## src/rtl/nps_pkg.sv

```systemverilog
// Shared types and codes for the node pool mark-and-sweep core.
// No dependencies; every other file in rtl uses it.
package nps_pkg;

	localparam int OP_W     = 2;
	localparam int STATUS_W = 3;
	localparam int OWNER_W  = 2;
	localparam int KEY_IO_W = 32;

	typedef logic [OP_W-1:0]     opcode_t;
	typedef logic [STATUS_W-1:0] status_t;
	typedef logic [OWNER_W-1:0]  owner_t;

	localparam opcode_t OP_INSERT  = 2'd0;
	localparam opcode_t OP_DELETE  = 2'd1;
	localparam opcode_t OP_COLLECT = 2'd2;
	localparam opcode_t OP_READ    = 2'd3;

	localparam status_t ST_INSERTED  = 3'd0;
	localparam status_t ST_EMPTY_GC  = 3'd1;
	localparam status_t ST_DELETED   = 3'd2;
	localparam status_t ST_NOT_FOUND = 3'd3;
	localparam status_t ST_COLLECTED = 3'd4;
	localparam status_t ST_READ      = 3'd5;

	localparam owner_t OWN_FREE    = 2'd0;
	localparam owner_t OWN_LIST1   = 2'd1;
	localparam owner_t OWN_LIST2   = 2'd2;
	localparam owner_t OWN_UNREACH = 2'd3;

endpackage

```

## src/rtl/nps_req_if.sv

```systemverilog
// Request channel of the node pool core: valid/ready plus one command word.
// Depends on nps_pkg for field widths.
interface nps_req_if #(parameter int NODE_W = 5);
	logic                          valid;
	logic                          ready;
	nps_pkg::opcode_t              opcode;
	logic                          list_select;
	logic [nps_pkg::KEY_IO_W-1:0]  key_value;
	logic [NODE_W-1:0]             node_number;

	modport source (output valid, output opcode, output list_select, output key_value,
		output node_number, input ready);
	modport sink (input valid, input opcode, input list_select, input key_value,
		input node_number, output ready);
endinterface

```

## src/rtl/nps_rsp_if.sv

```systemverilog
// Response channel of the node pool core: valid/ready plus one result word.
// Depends on nps_pkg for field widths.
interface nps_rsp_if #(parameter int NODE_W = 5);
	logic                          valid;
	logic                          ready;
	nps_pkg::status_t              status;
	logic [NODE_W-1:0]             affected_node;
	logic [NODE_W-1:0]             node_count;
	logic [nps_pkg::KEY_IO_W-1:0]  read_key;
	logic [NODE_W-1:0]             read_next;
	nps_pkg::owner_t               read_owner;

	modport source (output valid, output status, output affected_node, output node_count,
		output read_key, output read_next, output read_owner, input ready);
	modport sink (input valid, input status, input affected_node, input node_count,
		input read_key, input read_next, input read_owner, output ready);
endinterface

```

## src/rtl/node_pool_mark_sweep_core.sv

```systemverilog
// Node pool with free list, two linked lists and mark-and-sweep collection; uses nps_pkg,
// nps_req_if and nps_rsp_if. An insert writes the node and, when the list is not empty,
// links it behind the tail; a delete walks the whole list; a collect scans every node and
// then walks the free chain. The next word can be taken in the cycle rsp.valid rises, and
// a held result keeps the core waiting. The walks run at one node per cycle. After reset a
// clearing pass over all POOL_NODES nodes initializes the memories before any word.
module node_pool_mark_sweep_core #(
	parameter int POOL_NODES = 16,
	parameter int KEY_BITS   = 32
) (
	input  logic       clk,
	input  logic       arst_n,
	nps_req_if.sink    req,
	nps_rsp_if.source  rsp
);

	// Node numbers run 1..POOL_NODES with 0 meaning none; memory address is number - 1.
	localparam int NW = $clog2(POOL_NODES + 1);
	localparam int AW = $clog2(POOL_NODES);
	localparam logic [NW-1:0] POOL_N = NW'(POOL_NODES);
	localparam logic [NW:0]   POOL_X = (NW+1)'(POOL_NODES);
	localparam logic [AW-1:0] LAST_A = AW'(POOL_NODES - 1);

	localparam logic [3:0] S_INIT     = 4'd0;
	localparam logic [3:0] S_IDLE     = 4'd1;
	localparam logic [3:0] S_INS_WR   = 4'd2;
	localparam logic [3:0] S_INS_LINK = 4'd3;
	localparam logic [3:0] S_DEL      = 4'd4;
	localparam logic [3:0] S_CSCAN    = 4'd5;
	localparam logic [3:0] S_CWALK    = 4'd6;
	localparam logic [3:0] S_CEND     = 4'd7;
	localparam logic [3:0] S_READ     = 4'd8;
	localparam logic [3:0] S_DONE     = 4'd9;

	function automatic logic node_ok(input logic [NW-1:0] n);
		return (n != '0) && (n <= POOL_N);
	endfunction

	function automatic logic [AW-1:0] node_addr(input logic [NW-1:0] n);
		logic [NW-1:0] m;
		m = n - 1'b1;
		return m[AW-1:0];
	endfunction

	// Node memories: one shared read address, a write port per memory.
	logic [KEY_BITS-1:0]  key_mem  [POOL_NODES];
	logic [NW-1:0]        link_mem [POOL_NODES];
	nps_pkg::owner_t      own_mem  [POOL_NODES];

	logic [AW-1:0]        rd_addr;
	logic [KEY_BITS-1:0]  key_rd_q;
	logic [NW-1:0]        link_rd_q;
	nps_pkg::owner_t      own_rd_q;

	logic                 key_we, link_we, own_we;
	logic [AW-1:0]        key_wa, link_wa, own_wa;
	logic [KEY_BITS-1:0]  key_wd;
	logic [NW-1:0]        link_wd;
	nps_pkg::owner_t      own_wd;

	always_ff @(posedge clk) begin
		if (key_we) key_mem[key_wa] <= key_wd;
		if (link_we) link_mem[link_wa] <= link_wd;
		if (own_we) own_mem[own_wa] <= own_wd;
		key_rd_q  <= key_mem[rd_addr];
		link_rd_q <= link_mem[rd_addr];
		own_rd_q  <= own_mem[rd_addr];
	end

	// Control state.
	logic [3:0]           state_q, state_d;
	logic [AW-1:0]        init_q, init_d;
	logic                 sel_q, sel_d;
	logic [KEY_BITS-1:0]  key_q, key_d;
	logic [NW-1:0]        cur_q, cur_d;
	logic [NW-1:0]        prev_q, prev_d;
	logic [NW-1:0]        steps_q, steps_d;
	logic [NW-1:0]        last_q, last_d;
	logic [NW-1:0]        first_q, first_d;
	logic [NW-1:0]        total_q, total_d;
	logic [NW-1:0]        cnt_q, cnt_d;
	logic [NW-1:0]        free_head_q, free_head_d;
	logic [NW-1:0]        free_count_q, free_count_d;
	logic [NW-1:0]        head_q [2];
	logic [NW-1:0]        head_d [2];
	logic [NW-1:0]        tail_q [2];
	logic [NW-1:0]        tail_d [2];

	// Result held until the output register is free.
	nps_pkg::status_t             res_status_q, res_status_d;
	logic [NW-1:0]                res_aff_q, res_aff_d;
	logic [NW-1:0]                res_cnt_q, res_cnt_d;
	logic [nps_pkg::KEY_IO_W-1:0] res_key_q, res_key_d;
	logic [NW-1:0]                res_next_q, res_next_d;
	nps_pkg::owner_t              res_own_q, res_own_d;

	logic out_valid_q, out_valid_d, out_load;

	always_comb begin
		logic [63:0]        kin;
		logic signed [63:0] kwide;
		logic               app_en;
		logic [NW-1:0]      app_n;
		logic [NW-1:0]      tot_n;
		logic [NW-1:0]      nxt;
		logic [NW:0]        st1;
		logic [NW-1:0]      cnt_n;

		kin    = {{32{req.key_value[31]}}, req.key_value};
		kwide  = 64'(signed'(key_rd_q));
		app_en = 1'b0;
		app_n  = '0;
		tot_n  = total_q + 1'b1;
		nxt    = link_rd_q;
		st1    = {1'b0, steps_q} + 1'b1;
		cnt_n  = cnt_q;

		state_d      = state_q;
		init_d       = init_q;
		sel_d        = sel_q;
		key_d        = key_q;
		cur_d        = cur_q;
		prev_d       = prev_q;
		steps_d      = steps_q;
		last_d       = last_q;
		first_d      = first_q;
		total_d      = total_q;
		cnt_d        = cnt_q;
		free_head_d  = free_head_q;
		free_count_d = free_count_q;
		head_d       = head_q;
		tail_d       = tail_q;
		res_status_d = res_status_q;
		res_aff_d    = res_aff_q;
		res_cnt_d    = res_cnt_q;
		res_key_d    = res_key_q;
		res_next_d   = res_next_q;
		res_own_d    = res_own_q;
		out_load     = 1'b0;

		rd_addr = '0;
		key_we  = 1'b0; key_wa  = '0; key_wd  = '0;
		link_we = 1'b0; link_wa = '0; link_wd = '0;
		own_we  = 1'b0; own_wa  = '0; own_wd  = nps_pkg::OWN_FREE;

		req.ready = (state_q == S_IDLE);

		unique case (state_q)
			S_INIT: begin
				// Clearing pass: free chain 1 -> 2 -> ... -> last, keys zero.
				key_we  = 1'b1; key_wa  = init_q;
				link_we = 1'b1; link_wa = init_q;
				link_wd = (init_q == LAST_A) ? '0 : NW'(init_q) + NW'(2);
				own_we  = 1'b1; own_wa  = init_q;
				init_d  = init_q + 1'b1;
				if (init_q == LAST_A) state_d = S_IDLE;
			end
			S_IDLE: begin
				if (req.valid) begin
					sel_d        = req.list_select;
					key_d        = kin[KEY_BITS-1:0];
					res_status_d = nps_pkg::ST_READ;
					res_aff_d    = '0;
					res_cnt_d    = '0;
					res_key_d    = '0;
					res_next_d   = '0;
					res_own_d    = nps_pkg::OWN_FREE;
					cnt_d        = '0;
					prev_d       = '0;
					steps_d      = '0;
					last_d       = '0;
					first_d      = '0;
					total_d      = '0;
					unique case (req.opcode)
						nps_pkg::OP_INSERT: begin
							if (free_count_q == '0 || !node_ok(free_head_q)) begin
								res_status_d = nps_pkg::ST_EMPTY_GC;
								rd_addr      = LAST_A;
								cur_d        = POOL_N;
								state_d      = S_CSCAN;
							end else begin
								res_status_d = nps_pkg::ST_INSERTED;
								rd_addr      = node_addr(free_head_q);
								cur_d        = free_head_q;
								state_d      = S_INS_WR;
							end
						end
						nps_pkg::OP_DELETE: begin
							cur_d = head_q[req.list_select];
							if (node_ok(head_q[req.list_select])) begin
								rd_addr = node_addr(head_q[req.list_select]);
								state_d = S_DEL;
							end else begin
								res_status_d = nps_pkg::ST_NOT_FOUND;
								state_d      = S_DONE;
							end
						end
						nps_pkg::OP_COLLECT: begin
							res_status_d = nps_pkg::ST_COLLECTED;
							rd_addr      = LAST_A;
							cur_d        = POOL_N;
							state_d      = S_CSCAN;
						end
						default: begin
							cur_d = req.node_number;
							if (node_ok(req.node_number)) begin
								rd_addr = node_addr(req.node_number);
								state_d = S_READ;
							end else begin
								state_d = S_DONE;
							end
						end
					endcase
				end
			end
			S_INS_WR: begin
				free_head_d  = link_rd_q;
				free_count_d = free_count_q - 1'b1;
				key_we  = 1'b1; key_wa  = node_addr(cur_q); key_wd = key_q;
				link_we = 1'b1; link_wa = node_addr(cur_q); link_wd = '0;
				own_we  = 1'b1; own_wa  = node_addr(cur_q);
				own_wd  = nps_pkg::OWN_LIST1 + nps_pkg::owner_t'(sel_q);
				res_aff_d = cur_q;
				if (node_ok(tail_q[sel_q])) begin
					state_d = S_INS_LINK;
				end else begin
					head_d[sel_q] = cur_q;
					tail_d[sel_q] = cur_q;
					state_d       = S_DONE;
				end
			end
			S_INS_LINK: begin
				link_we = 1'b1; link_wa = node_addr(tail_q[sel_q]); link_wd = cur_q;
				tail_d[sel_q] = cur_q;
				state_d       = S_DONE;
			end
			S_DEL: begin
				// Evaluate cur_q and issue the read of its successor in the same cycle.
				if (key_rd_q == key_q) begin
					if (prev_q == '0) begin
						head_d[sel_q] = nxt;
					end else begin
						link_we = 1'b1; link_wa = node_addr(prev_q); link_wd = nxt;
					end
					if (tail_q[sel_q] == cur_q) tail_d[sel_q] = prev_q;
					own_we = 1'b1; own_wa = node_addr(cur_q); own_wd = nps_pkg::OWN_UNREACH;
					cnt_n  = cnt_q + 1'b1;
				end else begin
					prev_d = cur_q;
				end
				cnt_d = cnt_n;
				if (st1 < POOL_X && node_ok(nxt)) begin
					rd_addr = node_addr(nxt);
					cur_d   = nxt;
					steps_d = st1[NW-1:0];
				end else begin
					res_cnt_d    = cnt_n;
					res_status_d = (cnt_n != '0) ? nps_pkg::ST_DELETED : nps_pkg::ST_NOT_FOUND;
					state_d      = S_DONE;
				end
			end
			S_CSCAN: begin
				// Mark phase: nodes scanned from the top, unreachable ones chained first.
				if (own_rd_q == nps_pkg::OWN_UNREACH) begin
					app_en = 1'b1;
					app_n  = cur_q;
					cnt_d  = cnt_q + 1'b1;
				end else begin
					tot_n = total_q;
				end
				if (cur_q > NW'(1)) begin
					rd_addr = node_addr(cur_q - 1'b1);
					cur_d   = cur_q - 1'b1;
				end else if (free_count_q != '0 && tot_n < POOL_N && node_ok(free_head_q)) begin
					rd_addr = node_addr(free_head_q);
					cur_d   = free_head_q;
					steps_d = '0;
					state_d = S_CWALK;
				end else begin
					state_d = S_CEND;
				end
			end
			S_CWALK: begin
				// Sweep phase: the old free chain follows the reclaimed nodes.
				if (own_rd_q != nps_pkg::OWN_FREE) begin
					state_d = S_CEND;
				end else begin
					app_en = 1'b1;
					app_n  = cur_q;
					if (st1 < {1'b0, free_count_q} && st1 < POOL_X && tot_n < POOL_N
						&& node_ok(nxt)) begin
						rd_addr = node_addr(nxt);
						cur_d   = nxt;
						steps_d = st1[NW-1:0];
					end else begin
						state_d = S_CEND;
					end
				end
			end
			S_CEND: begin
				if (last_q != '0) begin
					link_we = 1'b1; link_wa = node_addr(last_q); link_wd = '0;
				end
				free_head_d  = first_q;
				free_count_d = total_q;
				res_cnt_d    = cnt_q;
				state_d      = S_DONE;
			end
			S_READ: begin
				res_aff_d  = cur_q;
				res_key_d  = kwide[nps_pkg::KEY_IO_W-1:0];
				res_next_d = link_rd_q;
				res_own_d  = own_rd_q;
				state_d    = S_DONE;
			end
			S_DONE: begin
				if (!out_valid_q || rsp.ready) begin
					out_load = 1'b1;
					state_d  = S_IDLE;
				end
			end
			default: state_d = S_IDLE;
		endcase

		// Appending a node to the rebuilt free chain: clear it and link it behind the last one.
		if (app_en) begin
			if (last_q == '0) begin
				first_d = app_n;
			end else begin
				link_we = 1'b1; link_wa = node_addr(last_q); link_wd = app_n;
			end
			own_we  = 1'b1; own_wa = node_addr(app_n); own_wd = nps_pkg::OWN_FREE;
			key_we  = 1'b1; key_wa = node_addr(app_n); key_wd = '0;
			last_d  = app_n;
			total_d = total_q + 1'b1;
		end

		out_valid_d = out_valid_q;
		if (rsp.ready) out_valid_d = 1'b0;
		if (out_load) out_valid_d = 1'b1;
	end

	always_ff @(posedge clk or negedge arst_n) begin
		if (!arst_n) begin
			state_q      <= S_INIT;
			init_q       <= '0;
			free_head_q  <= NW'(1);
			free_count_q <= POOL_N;
			head_q[0]    <= '0;
			head_q[1]    <= '0;
			tail_q[0]    <= '0;
			tail_q[1]    <= '0;
			out_valid_q  <= 1'b0;
		end else begin
			state_q      <= state_d;
			init_q       <= init_d;
			free_head_q  <= free_head_d;
			free_count_q <= free_count_d;
			head_q       <= head_d;
			tail_q       <= tail_d;
			out_valid_q  <= out_valid_d;
		end
	end

	always_ff @(posedge clk) begin
		sel_q        <= sel_d;
		key_q        <= key_d;
		cur_q        <= cur_d;
		prev_q       <= prev_d;
		steps_q      <= steps_d;
		last_q       <= last_d;
		first_q      <= first_d;
		total_q      <= total_d;
		cnt_q        <= cnt_d;
		res_status_q <= res_status_d;
		res_aff_q    <= res_aff_d;
		res_cnt_q    <= res_cnt_d;
		res_key_q    <= res_key_d;
		res_next_q   <= res_next_d;
		res_own_q    <= res_own_d;
		if (out_load) begin
			rsp.status        <= res_status_q;
			rsp.affected_node <= res_aff_q;
			rsp.node_count    <= res_cnt_q;
			rsp.read_key      <= res_key_q;
			rsp.read_next     <= res_next_q;
			rsp.read_owner    <= res_own_q;
		end
	end

	assign rsp.valid = out_valid_q;

endmodule
```

## src/flat_wrapper.sv

```systemverilog
// flat-port wrapper written by rule: the top's interface ports become plain ports
module node_pool_mark_sweep_core_flat 
#(
	parameter int POOL_NODES = 16,
	parameter int KEY_BITS   = 32
)
  (clk, arst_n, req_valid, req_opcode, req_list_select, req_key_value, req_node_number, req_ready, rsp_valid, rsp_status, rsp_affected_node, rsp_node_count, rsp_read_key, rsp_read_next, rsp_read_owner, rsp_ready);
  nps_req_if req_i ();
  nps_rsp_if rsp_i ();
  input  logic clk;
  input  logic arst_n;
  input wire logic [$bits(req_i.valid)-1:0] req_valid;
  input wire logic [$bits(req_i.opcode)-1:0] req_opcode;
  input wire logic [$bits(req_i.list_select)-1:0] req_list_select;
  input wire logic [$bits(req_i.key_value)-1:0] req_key_value;
  input wire logic [$bits(req_i.node_number)-1:0] req_node_number;
  output wire logic [$bits(req_i.ready)-1:0] req_ready;
  output wire logic [$bits(rsp_i.valid)-1:0] rsp_valid;
  output wire logic [$bits(rsp_i.status)-1:0] rsp_status;
  output wire logic [$bits(rsp_i.affected_node)-1:0] rsp_affected_node;
  output wire logic [$bits(rsp_i.node_count)-1:0] rsp_node_count;
  output wire logic [$bits(rsp_i.read_key)-1:0] rsp_read_key;
  output wire logic [$bits(rsp_i.read_next)-1:0] rsp_read_next;
  output wire logic [$bits(rsp_i.read_owner)-1:0] rsp_read_owner;
  input wire logic [$bits(rsp_i.ready)-1:0] rsp_ready;
  assign req_i.valid = req_valid;
  assign req_i.opcode = req_opcode;
  assign req_i.list_select = req_list_select;
  assign req_i.key_value = req_key_value;
  assign req_i.node_number = req_node_number;
  assign req_ready = req_i.ready;
  assign rsp_valid = rsp_i.valid;
  assign rsp_status = rsp_i.status;
  assign rsp_affected_node = rsp_i.affected_node;
  assign rsp_node_count = rsp_i.node_count;
  assign rsp_read_key = rsp_i.read_key;
  assign rsp_read_next = rsp_i.read_next;
  assign rsp_read_owner = rsp_i.read_owner;
  assign rsp_i.ready = rsp_ready;
  node_pool_mark_sweep_core #(.POOL_NODES(POOL_NODES), .KEY_BITS(KEY_BITS)) u_core (.clk(clk), .arst_n(arst_n), .req(req_i), .rsp(rsp_i));
endmodule
```

## config.mk

```make
export PLATFORM = sky130hd
export DESIGN_NAME = node_pool_mark_sweep_core_flat
export DESIGN_NICKNAME = d
export VERILOG_FILES = /design/src/rtl/nps_pkg.sv /design/src/rtl/nps_req_if.sv /design/src/rtl/nps_rsp_if.sv /design/src/rtl/node_pool_mark_sweep_core.sv /design/src/flat_wrapper.sv
export SDC_FILE = /design/constraint.sdc
export NUM_CORES = 1
export LEC_CHECK = 0
export BUFFER_PORTS_ARGS = -buffer_cell sky130_fd_sc_hd__buf_4
export CAP_MARGIN = 0
export CORE_AREA = 2 2 244 306
export CTS_CLUSTER_DIAMETER = 40
export DETAILED_ROUTE_END_ITERATION = 7
export DIE_AREA = 0 0 246 308
export GPL_TIMING_DRIVEN = 0
export PLACE_DENSITY_LB_ADDON = 0.15
export SLEW_MARGIN = 10
export SYNTH_ARGS = -nofsm -noshare
export SYNTH_HDL_FRONTEND = slang
export SYNTH_SLANG_ARGS = --single-unit
```

## constraint.sdc

```tcl
create_clock -name clk -period 12.04 [get_ports clk]
set_input_delay 1.204 -clock clk [delete_from_list [all_inputs] [get_ports clk]]
set_output_delay 1.204 -clock clk [all_outputs]
set_load 0.005 [all_outputs]
```

Yosys cells after proc, flatten, opt, wreduce, memory -nomap -nowiden --
Memories as Yosys holds them, arrays and structs flattened. A register that Yosys moved wholly into a read port is not among the register bits. Index checks and enable logic that the tools add are counted.
Storage, ports and cells: logic and storage cells 298, RAM bits 624, memories kept 3, output and inout port bits 54, register bits 211
Operators by class: reductions and logical operators 59, add/sub/neg operators 17, bitwise logic cells 2, equality and inequality tests 32, muxes and demuxes 142, $lt $le $gt $ge 13
Memory list:
- u_core.key_mem | words 16, bits a word 32, read ports 1, clocked after Yosys merged registers in 1, wr ports 1, line node_pool_mark_sweep_core.sv:46 | logic [KEY_BITS-1:0] key_mem [POOL_NODES];
- u_core.link_mem | words 16, bits a word 5, read ports 1, clocked after Yosys merged registers in 1, wr ports 1, line node_pool_mark_sweep_core.sv:47 | logic [NW-1:0] link_mem [POOL_NODES];
- u_core.own_mem | words 16, bits a word 2, read ports 1, clocked after Yosys merged registers in 1, wr ports 1, line node_pool_mark_sweep_core.sv:48 | nps_pkg::owner_t own_mem [POOL_NODES];
Operators by type and width (number):
- two-way mux 5 bit | 41
- two-way mux 4 bit | 26
- two-way mux 32 bit | 3
- case mux 32 bit (2 select lines) | 1
- two-way mux 10 bit | 6
- case mux 5 bit (2 select lines) | 6
- case mux 5 bit (3 select lines) | 4
- bitwise mux 10 bit | 4
- case mux 5 bit (4 select lines) | 2
- nonzero test 5 bit | 8
- case mux 4 bit (3 select lines) | 3
- subtractor 4 x 1 -> 4 bit (second input constant) | 9
- equality test 32 bit | 1
- case mux 4 bit (8 select lines) | 1
- case mux 10 bit (3 select lines) | 1
- less-or-equal comparator 5 bit (second input constant) | 5
- two-way mux 1 bit | 25
- case mux 10 bit (2 select lines) | 1
- case mux 4 bit (5 select lines) | 1
- != test 2 x 1 -> 1 bit (second input constant) | 9
- nonzero test 2 bit | 9
- equality test 4 x 3 -> 1 bit (second input constant) | 4
- case mux 4 bit (4 select lines) | 1
- logical NOT 5 bit | 3
- other kinds (45) | 91

Depth between registers and ports, before layout --
depth in word-level cells 10, mapped depth 17, gate-level depth less buffers 12

Worst setup path after synthesis --
No wires, ideal clock.
kind input port to flip-flop, start input port req_list_select, end register u_core.key_rd_q[10], read port of u_core.key_mem, library setup time 0.116 ns, required time 11.924 ns, arrival 4.203 ns, cell stages on the path 17, setup slack 7.721 ns, cell sequence buf_6 > mux2_2 > inv_1 > ha_1 > or4bb_1 > a21o_1 > a21o_1 > o211ai_2 > a31oi_1 > and2_1 > buf_2 > buf_6 > buf_2 > buf_2 > nand2_1 > nand3_1 > a31o_1
Between the ends: longest elaborated chain between the ends 10, elaborated cells between the ends (all ways) 12, those cells by class add/sub: 1; order compare: 1; mux: 7; bitwise: 1; reduce/logical: 2
Ends and longest elaborated chain:
- start: declaration | line flat_wrapper.sv:14 | input wire logic [$bits(req_i.list_select)-1:0] req_list_select;
- inverter 1 -> 2 bit (implied by the code) * | line node_pool_mark_sweep_core.sv:190, node_pool_mark_sweep_core.sv:191
- two-way mux 5 bit (implied by the code) * | line node_pool_mark_sweep_core.sv:190 | if (node_ok(head_q[req.list_select])) begin
- two-way mux 5 bit (implied by the code) * (2 in series) | line node_pool_mark_sweep_core.sv:191 | rd_addr = node_addr(head_q[req.list_select]);
- less-or-equal comparator 5 bit / nonzero test 5 bit (equally long branches) | line node_pool_mark_sweep_core.sv:36 | return (n != '0) && (n <= POOL_N);
- logical AND 1 bit | line node_pool_mark_sweep_core.sv:36
- two-way mux 4 bit * | line node_pool_mark_sweep_core.sv:190
- case mux 4 bit (3 select lines) * | line node_pool_mark_sweep_core.sv:174 | unique case (req.opcode)
- two-way mux 4 bit * | line node_pool_mark_sweep_core.sv:159 | if (req.valid) begin
- case mux 4 bit (4 select lines) * | line node_pool_mark_sweep_core.sv:148 | unique case (state_q)
- end: declaration | line node_pool_mark_sweep_core.sv:51 | logic [KEY_BITS-1:0] key_rd_q;
Every way passes the cells marked *; elsewhere a longest branch is shown, timed or not. The select of a mux whose other input is x is not followed. A chain may end at the register's enable or synchronous reset.

Worst setup path in the final report --
start input port req_list_select, end register u_core.key_rd_q[29], read port of u_core.key_mem
Same word-level chain as after synthesis.

==> results.json <==
{
  "gp_congestion": 0.948,
  "ys_seq_elements": 874,
  "grt_use_total_pct": 28.4,
  "hold_path_class": "flop to flop",
  "grt_pass1_vias": 23188,
  "maxSlewHeadroom_pct": 10.3,
  "grt_max_degree": 40,
  "ys_warn_count": 0,
  "finClkSkew_ns": 0.0465,
  "synth_area_um2": 36200,
  "synth_cell_types": 70,
  "numCtsBuffers": 107,
  "power_mw": 12.3,
  "cp_slowest_stage_delay_ns": 0.79,
  "crit_fanout": 10,
  "coreArea_um2": 72900,
  "avgRoutedWirePerCell_um": 28.5,
  "tightest_slew_ns": 1.33,
  "initial_core_util_pct": 49.6,
  "slew_viol_final": 0,
  "finalWirelength_mm": 108,
  "leakage_nw": 15.0,
  "crit_path_start_kind": "primary input",
  "final.setup.tns_ns": 0,
  "fin_nets": 2787,
  "syn_to_final_growth_pct": 17.7,
  "post-cts-setup-buffer-count": 0,
  "synthCells": 2488,
  "finalCritPeriodShare_pct": 44.0,
  "clock_latency_ns": 0.69,
  "place_ws_ns": 6.16,
  "placementRows": 111,
  "port_buffers": 97,
  "synth_fp_nets": 2553,
  "via_per_inst": 6.04,
  "dieArea_um2": 75800,
  "ir_drop_mv": 0.248,
  "slowest_stage": "clkbuf_1",
  "overflow": 0,
  "hold_violations": 0,
  "cts_tree": "built",
  "drc": 0,
  "layout-drive-gt1-share_pct": 17.7,
  "cp-end-kind": "flop",
  "multi_input_area_um2": 9920,
  "ant_nets": 0,
  "cp.required_ns": 12.59,
  "critPathArrivalTime_ns": 5.84,
  "die_w_um": 246,
  "synth_flop_cell": "edfxtp_1",
  "antenna_found_initial": 0,
  "antenna_cells": 0,
  "p_per_area_nw_per_um2": 289,
  "avgSynthCellArea_um2": 14.5,
  "routed-via-count": 22805,
  "min_period_ns": 5.30,
  "worst_slack_ns": 6.74,
  "cts_root_buf": "clkbuf_16",
  "setup_viol": 0,
  "fillers": 5679,
  "synthArstFlopShare_pct": 4.46,
  "seq_area_frac_synth_pct": 70.8,
  "ioPinCount": 98,
  "die_h_um": 308,
  "maxCapViolCount": 0,
  "fmax_ghz": 0.189,
  "grt_pass1_wl_mm": 155,
  "hpwlAfterDp_mm": 73.9,
  "rsz0062_at_grt": "false",
  "clock_path_buffers": 3,
  "clk_pin_slew_ns": 0.06,
  "status": "finished, final reports clean",
  "cts.sinks": 874,
  "critPathKind": "primary input to flop",
  "first_pass_iters": 6,
  "worstPathCellList": "buf_4 > buf_6 > mux2_2 > inv_1 > ha_1 > or4bb_1 > nand3_2 > a21o_1 > nor2_1 > o311ai_1 > o211a_2 > nand2b_1 > buf_2 > clkbuf_1 > o22ai_1 > a31o_1",
  "h-tree-depth": 3,
  "synth_edf_count": 791,
  "cts_resized": 0,
  "postCtsHoldBufs": 0,
  "drtIter0Drc": 2540,
  "register_area_um2": 25600
}
==> cells in the mapped netlist, drive strengths merged, types with 9 or more instances <==
cell	instances	area share (%)
nor2	122	1.3
xor2	58	1.4
xnor2	21	0.51
ha	21	0.73
mux2i	170	4.7
o21ai	58	0.80
nor3	25	0.35
buf	58	0.96
a311oi	37	0.90
nor4	11	0.19
clkbuf	88	0.91
nand3	68	0.95
o211ai	9	0.21
nand2b	9	0.16
mux2	101	3.1
inv	31	0.32
o22ai	48	0.83
dfrtp	37	2.6
and3	121	2.1
nand2	248	2.6
edfxtp	791	66
a211oi	77	1.6
dfxtp	44	2.4
and2	42	0.73
a21oi	36	0.50
o21a	9	0.19
a31o	36	0.87
a31oi	12	0.21
==> layer usage <==
layer | share of wire (%) | track usage [%] | up-vias | routed length (um)
li1 | - | - | 10007 | -
met1 | 37 | 34.2 | 11407 | 40100
met2 | 50 | 48.3 | 1100 | 53600
met3 | 7.4 | 4.93 | 291 | 7910
met4 | 5.5 | 15.7 | 0 | 5900
met5 | 0 | 0 | - | 0
==> critical path: cells and delay by family <==
kind	cells	cell delay [ns]
AND/OR/NAND/NOR	4	0.88
adder cells (fa/ha/maj)	1	0.23
buffers and inverters	5	1.49
AO/OA/AOI/OAI	5	1.63
multiplexers	1	0.38
==> power breakdown <==
part | internal [mW] | total (mW) | switching, mW
Sequential | 4.00 | 4.28 | 0.280
Clock | 1.95 | 3.29 | 1.34
Combinational | 1.64 | 4.73 | 3.10
Total | 7.58 | 12.3 | 4.72
==> stage by stage <==
step / utilization, % / hold WS [ns] / instances / area [um^2]
floorplan: - / 0.400 / 2488 / 36200
global placement: 52.3 / 0.404 / 3545 / 38100
detailed placement: 53.4 / 0.405 / 3573 / 38900
CTS: 58.4 / 0.418 / 3776 / 42600
global route: 58.4 / 0.420 / 3776 / 42600
finish: 58.4 / 0.416 / 3776 / 42600
==> state kept, by name (all words and copies together) (netlist names), 10 cells and up <==
name / count
u_core.head_q: 10
u_core.key_rd_q: 32
u_core.res_key_q: 32
u_core.link_mem: 80
u_core.own_mem: 32
u_core.key_q: 32
u_core.key_mem: 512
u_core.tail_q: 10
u_core.rsp.read_key: 32
==> worst paths after layout <==
kind | slack (ns) | depth (start not counted) | from | to
worst min-delay path | 0.42 | 0 | u_core.res_cnt_q[1]$_SDFFCE_PN0P_ | u_core.rsp.node_count[1]$_DFFE_PP_
worst max register to register | 7.11 | 9 | u_core.key_q[27]$_DFFE_PP_ | u_core.link_mem[11][0]$_DFFE_PP_
worst max-delay path | 6.74 | 16 | req_list_select | u_core.key_rd_q[29]$_DFF_P_
max in group asynchronous | 11.10 | 1 | arst_n | u_core.state_q[0]$_DFFE_PN0P_
min in group asynchronous | 0.52 | 1 | arst_n | u_core.tail_q[3]$_DFFE_PN0P_
worst min register to register | 0.42 | 0 | u_core.res_cnt_q[1]$_SDFFCE_PN0P_ | u_core.rsp.node_count[1]$_DFFE_PP_
==> cells by family after synthesis <==
| logic type | after synthesis | share of synthesized area (%) |
|---|---|---|
| mux | 271 | 7.84 |
| xor+xnor | 79 | 1.91 |
| simple gates | 682 | 9.01 |
| compound gates | 383 | 7.55 |
| fa+ha+maj | 21 | 0.726 |
| flops | 874 | 70.8 |
| buf+inv | 178 | 2.20 |
==> layout by cell type, fill, tap and decap left out, drive strengths merged, types with 6 or more instances in the layout <==
| cell type | instances |
|---|---|
| mux2i | 170 |
| ha | 21 |
| xor2 | 58 |
| and2 | 42 |
| a211oi | 77 |
| a31o | 36 |
| nand3 | 68 |
| o21ai | 58 |
| nor4 | 11 |
| nor2b | 7 |
| clkinv | 35 |
| a311oi | 37 |
| dfrtp | 37 |
| o211ai | 9 |
| o22ai | 48 |
| a21oi | 36 |
| xnor2 | 21 |
| clkinvlp | 15 |
| o31ai | 6 |
| nand3b | 6 |
| a21o | 7 |
| or2 | 7 |
| buf | 183 |
| inv | 53 |
| nor2 | 122 |
| edfxtp | 791 |
| o21a | 9 |
| dfxtp | 44 |
| bufinv | 12 |
| and3 | 121 |
| a31oi | 12 |
| nand2 | 248 |
| clkbuf | 208 |
| nand2b | 9 |
| a22oi | 8 |
| nor3 | 25 |
| mux2 | 101 |
==> area by class of cell <==
| cell class | instances | area share [%] |
|---|---|---|
| plain buffers | 146 | 1.59 |
| clock buffers | 120 | 6.47 |
| clock inverters | 83 | 2.21 |
| inverters | 32 | 0.282 |
| multi-input cells | 1436 | 23.3 |
| flip-flops and latches | 874 | 60.1 |
| well taps | 960 | 2.82 |
| repair buffers | 125 | 3.22 |
No activity file was read; power rests on OpenSTA's default activity.
